===== src/design/rgb_to_hsv_converter_defines.svh =====
// ---------------------------------------------------------------------------
// rgb_to_hsv_converter assertion macros
// Concurrent assertion helpers, clocked on clock and disabled during reset.
// ---------------------------------------------------------------------------
`ifndef RGB_TO_HSV_CONVERTER_DEFINES_SVH
`define RGB_TO_HSV_CONVERTER_DEFINES_SVH

`ifndef SYNTHESIS
// antecedent implies consequent in the same cycle
`define RTHC_ASSERT_IMPL(label, ante, cons) \
   label: assert property (@(posedge clock) disable iff (reset) (ante) |-> (cons)) \
      else $error("rthc implication check failed");
// antecedent implies consequent a fixed number of cycles later
`define RTHC_ASSERT_DELAY(label, ante, n, cons) \
   label: assert property (@(posedge clock) disable iff (reset) (ante) |-> ##n (cons)) \
      else $error("rthc latency check failed");
// expression must never hold
`define RTHC_ASSERT_NEVER(label, expr) \
   label: assert property (@(posedge clock) disable iff (reset) !(expr)) \
      else $error("rthc forbidden condition seen");
`else
`define RTHC_ASSERT_IMPL(label, ante, cons)
`define RTHC_ASSERT_DELAY(label, ante, n, cons)
`define RTHC_ASSERT_NEVER(label, expr)
`endif

`endif


===== src/design/rthc_pkg.sv =====
// ---------------------------------------------------------------------------
// rthc_pkg
// Shared types and constants of the RGB to HSV converter pipeline.
// ---------------------------------------------------------------------------
`timescale 1ns / 1ps
`default_nettype none

package rthc_pkg;

   // one quotient bit per cell, quotients fit 17 bits
   localparam int DIV_STEPS   = 17;
   localparam int PIPE_LATENCY = DIV_STEPS + 2;

   localparam logic [13:0] GREEN_OFFSET = 14'd1920;
   localparam logic [13:0] BLUE_OFFSET  = 14'd3840;
   localparam logic [13:0] HUE_FULL     = 14'd5760;

   typedef enum logic [1:0] {
      SECTOR_RED,
      SECTOR_GREEN,
      SECTOR_BLUE
   } sector_type;

   // restoring divider lane: partial remainder and numerator/quotient shift
   typedef struct packed {
      logic [7:0]  rem;
      logic [16:0] nq;
   } div_lane_type;

   // word handed from cell to cell
   typedef struct packed {
      logic         valid;
      logic         grey;
      logic         negative;
      sector_type   sector;
      logic [7:0]   brightness;
      logic [7:0]   delta;
      div_lane_type sat;
      div_lane_type hue;
   } pipe_word_type;

endpackage

`default_nettype wire


===== src/design/rthc_front.sv =====
// ---------------------------------------------------------------------------
// rthc_front
// Finds max, min and hue sector of a pixel and loads both divider lanes.
// ---------------------------------------------------------------------------
`timescale 1ns / 1ps
`default_nettype none

module rthc_front (
   input  wire logic                   clock,
   input  wire logic                   reset,
   input  wire logic                   take,
   input  wire logic [7:0]             red,
   input  wire logic [7:0]             green,
   input  wire logic [7:0]             blue,
   output rthc_pkg::pipe_word_type     word_out
);
   import rthc_pkg::*;

   pipe_word_type word_in, word_ff;
   logic [7:0]    hi, lo, mag;
   logic [8:0]    diff;
   logic [17:0]   hue_num;
   sector_type    sector;

   // largest channel with ties going to red then green
   always_comb begin
      if (red >= green && red >= blue) begin
         sector = SECTOR_RED;
         hi     = red;
      end else if (green >= blue) begin
         sector = SECTOR_GREEN;
         hi     = green;
      end else begin
         sector = SECTOR_BLUE;
         hi     = blue;
      end
      lo = red;
      if (green < lo) lo = green;
      if (blue < lo) lo = blue;
   end

   // channel difference of the sector, as sign and magnitude
   always_comb begin
      case (sector)
         SECTOR_RED:   diff = {1'b0, green} - {1'b0, blue};
         SECTOR_GREEN: diff = {1'b0, blue} - {1'b0, red};
         SECTOR_BLUE:  diff = {1'b0, red} - {1'b0, green};
         default:      diff = 9'd0;
      endcase
      mag = diff[8] ? 8'(-diff) : diff[7:0];
      // 960 * mag as 1024 * mag - 64 * mag
      hue_num = {mag, 10'd0} - {4'd0, mag, 6'd0};
   end

   // load the lanes: numerator high part in the remainder, the rest shifts in
   always_comb begin
      word_in.valid      = take && !reset;
      word_in.grey       = (hi == lo);
      word_in.negative   = diff[8];
      word_in.sector     = sector;
      word_in.brightness = hi;
      word_in.delta      = hi - lo;
      word_in.sat.rem    = {1'b0, word_in.delta[7:1]};
      word_in.sat.nq     = {word_in.delta[0], 16'd0};
      word_in.hue.rem    = {7'd0, hue_num[17]};
      word_in.hue.nq     = hue_num[16:0];
   end

   // input register, valid bit cleared while in reset
   always_ff @(posedge clock) begin
      word_ff <= word_in;
   end

   assign word_out = word_ff;

endmodule

`default_nettype wire


===== src/design/rthc_cell.sv =====
// ---------------------------------------------------------------------------
// rthc_cell
// One restoring division step on the saturation and hue lanes per cycle.
// ---------------------------------------------------------------------------
`timescale 1ns / 1ps
`default_nettype none

module rthc_cell (
   input  wire logic                   clock,
   input  wire logic                   reset,
   input  rthc_pkg::pipe_word_type     word_in_prev,
   output rthc_pkg::pipe_word_type     word_out
);
   import rthc_pkg::*;

   pipe_word_type word_in, word_ff;

   // shift one numerator bit into the remainder, subtract when it fits
   function automatic div_lane_type div_step(input div_lane_type lane,
                                             input logic [7:0] divisor);
      logic [8:0]   trial;
      logic         fits;
      div_lane_type res;
      trial   = {lane.rem, lane.nq[16]};
      fits    = (trial >= {1'b0, divisor});
      res.rem = fits ? 8'(trial - {1'b0, divisor}) : trial[7:0];
      res.nq  = {lane.nq[15:0], fits};
      return res;
   endfunction

   // side information passes through, both lanes take one step
   always_comb begin
      word_in       = word_in_prev;
      word_in.valid = word_in_prev.valid && !reset;
      word_in.sat   = div_step(word_in_prev.sat, word_in_prev.brightness);
      word_in.hue   = div_step(word_in_prev.hue, word_in_prev.delta);
   end

   // cell register, valid bit cleared while in reset
   always_ff @(posedge clock) begin
      word_ff <= word_in;
   end

   assign word_out = word_ff;

endmodule

`default_nettype wire


===== src/design/rthc_back.sv =====
// ---------------------------------------------------------------------------
// rthc_back
// Applies sign, sector offset and wrap to the hue and registers the result.
// ---------------------------------------------------------------------------
`timescale 1ns / 1ps
`default_nettype none

module rthc_back (
   input  wire logic                   clock,
   input  wire logic                   reset,
   input  rthc_pkg::pipe_word_type     word_in_prev,
   output logic                        valid,
   output logic [12:0]                 hue_sixteenths,
   output logic [16:0]                 saturation_q16,
   output logic [7:0]                  brightness
);
   import rthc_pkg::*;

   logic        valid_in, valid_ff;
   logic [12:0] hue_in, hue_ff;
   logic [16:0] sat_in, sat_ff;
   logic [7:0]  bright_in, bright_ff;
   logic [13:0] offset, quotient, hue_raw;

   // sector offset plus signed quotient, wrapped into one turn
   always_comb begin
      case (word_in_prev.sector)
         SECTOR_RED:   offset = 14'd0;
         SECTOR_GREEN: offset = GREEN_OFFSET;
         SECTOR_BLUE:  offset = BLUE_OFFSET;
         default:      offset = 14'd0;
      endcase
      quotient = {4'd0, word_in_prev.hue.nq[9:0]};
      hue_raw  = word_in_prev.negative ? offset - quotient : offset + quotient;
      if (hue_raw[13]) begin
         hue_raw = hue_raw + HUE_FULL;
      end
   end

   // grey pixels give zero hue and saturation
   always_comb begin
      valid_in  = word_in_prev.valid;
      hue_in    = word_in_prev.grey ? 13'd0 : hue_raw[12:0];
      sat_in    = word_in_prev.grey ? 17'd0 : word_in_prev.sat.nq;
      bright_in = word_in_prev.brightness;
   end

   // output register
   always_ff @(posedge clock) begin
      if (reset) begin
         valid_ff <= 1'b0;
      end else begin
         valid_ff <= valid_in;
      end
      hue_ff    <= hue_in;
      sat_ff    <= sat_in;
      bright_ff <= bright_in;
   end

   assign valid          = valid_ff;
   assign hue_sixteenths = hue_ff;
   assign saturation_q16 = sat_ff;
   assign brightness     = bright_ff;

endmodule

`default_nettype wire


===== src/design/rgb_to_hsv_converter.sv =====
// ---------------------------------------------------------------------------
// rgb_to_hsv_converter
// Pixel RGB to HSV conversion through a chain of restoring divider cells.
// ---------------------------------------------------------------------------
// Stages: front stage, 17 divider cells with one quotient bit each, and the
// output stage, all registered between start and rsp_valid.
// Throughput: one pixel per cycle; busy stays low, the receiver cannot stall.
// Reset: synchronous, clears the valid bits of all stages; data is not reset.
`timescale 1ns / 1ps
`default_nettype none

`include "rgb_to_hsv_converter_defines.svh"

module rgb_to_hsv_converter (
   input  wire logic        clock,
   input  wire logic        reset,
   input  wire logic        start,
   output logic             busy,
   input  wire logic [7:0]  req_red,
   input  wire logic [7:0]  req_green,
   input  wire logic [7:0]  req_blue,
   output logic             rsp_valid,
   output logic [12:0]      rsp_hue_sixteenths,
   output logic [16:0]      rsp_saturation_q16,
   output logic [7:0]       rsp_brightness
);
   import rthc_pkg::*;

   pipe_word_type chain [0:DIV_STEPS];
   logic          take;

   // a new transaction is taken every cycle
   assign busy = 1'b0;
   assign take = start && !busy;

   // max, min and lane loading
   rthc_front u_front (
      .clock    (clock),
      .reset    (reset),
      .take     (take),
      .red      (req_red),
      .green    (req_green),
      .blue     (req_blue),
      .word_out (chain[0])
   );

   // divider cells, one quotient bit each
   for (genvar i = 0; i < DIV_STEPS; i++) begin : g_cell
      rthc_cell u_cell (
         .clock        (clock),
         .reset        (reset),
         .word_in_prev (chain[i]),
         .word_out     (chain[i+1])
      );
   end

   // hue fix-up and output register
   rthc_back u_back (
      .clock          (clock),
      .reset          (reset),
      .word_in_prev   (chain[DIV_STEPS]),
      .valid          (rsp_valid),
      .hue_sixteenths (rsp_hue_sixteenths),
      .saturation_q16 (rsp_saturation_q16),
      .brightness     (rsp_brightness)
   );

   // checks
   `RTHC_ASSERT_NEVER(a_never_busy, busy)
   `RTHC_ASSERT_DELAY(a_latency, take, PIPE_LATENCY, rsp_valid)
   `RTHC_ASSERT_IMPL(a_hue_range, rsp_valid, rsp_hue_sixteenths < 13'd5760)
   `RTHC_ASSERT_IMPL(a_black_sat, rsp_valid && rsp_brightness == '0, rsp_saturation_q16 == '0)
   `RTHC_ASSERT_IMPL(a_black_hue, rsp_valid && rsp_brightness == '0, rsp_hue_sixteenths == '0)

endmodule

`default_nettype wire


===== config.mk =====
export PLATFORM = sky130hd
export DESIGN_NAME = rgb_to_hsv_converter
export DESIGN_NICKNAME = d
export VERILOG_FILES = /design/src/design/rthc_pkg.sv /design/src/design/rthc_front.sv /design/src/design/rthc_cell.sv /design/src/design/rthc_back.sv /design/src/design/rgb_to_hsv_converter.sv
export VERILOG_INCLUDE_DIRS = /design/src /design/src/design
export SDC_FILE = /design/constraint.sdc
export NUM_CORES = 1
export LEC_CHECK = 0
export BUFFER_PORTS_ARGS = -buffer_cell sky130_fd_sc_hd__buf_2
export CAP_MARGIN = 20
export CORE_MARGIN = 2
export CORE_UTILIZATION = 45
export DETAILED_ROUTE_END_ITERATION = 8
export HOLD_SLACK_MARGIN = 0.08
export PLACE_DENSITY_LB_ADDON = 0.15
export SKIP_CTS_REPAIR_TIMING = 1
export SYNTH_ARGS = -nofsm -noshare
export SYNTH_HDL_FRONTEND = slang
export SYNTH_HIERARCHICAL = 1
export SYNTH_SLANG_ARGS = --single-unit

===== constraint.sdc =====
create_clock -name clock -period 8.55 [get_ports clock]
set_clock_uncertainty 0.2 [all_clocks]
set_input_delay 2.565 -clock clock [delete_from_list [all_inputs] [get_ports clock]]
set_output_delay 2.565 -clock clock [all_outputs]
set_load 0.005 [all_outputs]

==> flow_summary.toml <==
[global_routing]
grtUsageTotal_pct = 14.5
grt_pass1_vias = 25607
antenna_found_initial = 1
grt_start_max_net_pins = 30
grt_pass1_wl_um = 121000
overflow = 0

[worst_setup_path]
cp.required_ns = 8.91
arrival_ns = 7.51
path_class = "primary input to register"
end_kind = "register"
worst-r2r-cell-count = 10
startpoint_type = "primary input"
crit_fanout = 10

[sta]
fin_setup_tns_ns = 0
slew_viol_final = 0
tightest_slew_ns = 0.756
setup_viol = 0
rsz0062_at_grt = "no"
fin_crit_ns = 7.15
min_period_over_period_pct = 83.6
max_slew_margin_pct = 49.6
hold_viol = 0
fmax_mhz = 140

[floorplan]
die_x_um = 316
boundaryPins = 67
initial_core_util_pct = 45.4
core_sq_mm = 0.0966
rows = 114
die_h_um = 316
die_area_sq_mm = 0.100

[min_path]
hold_path.class = "register to register"
hold_depth = 0

[place]
dp_hpwl_um = 53500
portBuffers = 65
place_congestion = 0.861

[clock_tree]
clock_path_buffers = 3
cts_inserted_buffers = 116
clock-sinks = 1157
clockRootBuffer = "clkbuf_16"
clock_latency_ns = 0.68
cts_tree = "done"
clkSlewWorstSetupHoldPaths_ns = 0.06
cts_htree_levels = 3

[routing]
firstDrtPassIters = 5
dr.first_iter.drc_count = 1057
avgRoutedWirePerCell_um = 13.3
avgViaCountPerCell = 4.76
drc = 0
wl_um = 71600
via_count = 25610
final_antenna_net_count = 0

[status]
status = "finished clean"

[flow_run]
maxCapViolCount = 0

[synth]
syn-cell-area_sq_mm = 0.0438
syn_inst = 3847
yosysWarnings = 6
synth_area_per_cell_sq_um = 11.4

[finish]
num-nets-final = 4392
area_growth_pct = 13.0
layout-drive-gt1-share_pct = 14.8
final_common_cell = "dfxtp_1"
nFillCells = 8589
final_cell_mix = "dfxtp_1 (1157), inv_1 (437), ha_1 (328), nor2_1 (173), a21oi_1 (162)"
antenna_cells = 0
[registers in the layout, summed over array words and instances, names as in the netlist]
signal                  flops
u_front/word_out           33
u_back/valid                1
u_back/hue_sixteenths      13
g_cell.u_cell/word_out   1085
u_back/saturation_q16      17
u_back/brightness           8
[layer usage]
metal | global-route usage, % | vias up | routed length [um]
li1 | - | 13460 | -
met1 | 17.8 | 11709 | 33000
met2 | 25.5 | 328 | 34400
met3 | 2.66 | 113 | 2690
met4 | 4.74 | 0 | 1540
met5 | 0 | - | 0
[metrics by stage]
step | setup WS [ns] | util, % | hold WS [ns] | instance area, sq um | std cells
global placement | 0.732 | 47.0 | 0.110 | 45400 | 5158
global route | 1.05 | 51.3 | 0.0963 | 49600 | 5375
finish | 1.40 | 51.3 | 0.0968 | 49600 | 5375
CTS | 1.49 | 51.3 | 0.0916 | 49600 | 5375
floorplan | 1.19 | - | 0.110 | 44000 | 3876
detailed placement | 0.744 | 47.0 | 0.112 | 45400 | 5158
[layout make-up]
cell class                      count  area, sq um  area share, %
Clock inverter                     55          815           1.64
Inverter                          448         1680           3.39
Tap cell                         1276         1600           3.22
Sequential cell                  1157        23200           46.7
Clock buffer                      162         3310           6.67
Multi-Input combinational cell   2207        18600           37.6
Timing Repair Buffer               70          363          0.732
[critical path, cell delays in order]
cell and delay, ns:
buf_2 0.15, inv_1 0.11, ha_1 0.31, a21o_1 0.22
a21o_1 0.20, o21ai_0 0.16, a22o_1 0.42, buf_4 0.23
nor2_1 0.05, a21oi_1 0.22, ha_1 0.30, a21o_1 0.16
a21oi_1 0.22, nand2_1 0.07, o21ai_1 0.34, mux2_2 0.39
ha_1 0.35, inv_1 0.05, o21ai_0 0.28, a21oi_1 0.12
o21bai_1 0.21, a21o_1 0.15, a21oi_1 0.07, xor2_1 0.14
[path summary, 6_finish.rpt]
check                                                     from                       endpoint  slack, ns
worst max-delay path                              req_green[1]           u_front/word_out[48]       1.40
worst min-delay path             g_cell[7].u_cell/word_out[14]  g_cell[8].u_cell/word_out[15]        0.1
worst max register to register  g_cell[16].u_cell/word_out[66]      u_back/hue_sixteenths[11]       5.65
worst min register to register   g_cell[7].u_cell/word_out[14]  g_cell[8].u_cell/word_out[15]        0.1
Power is left out: the tool's default activity adds up to more than one toggle a clock period on the data nets, which glitch-free logic cannot reach.
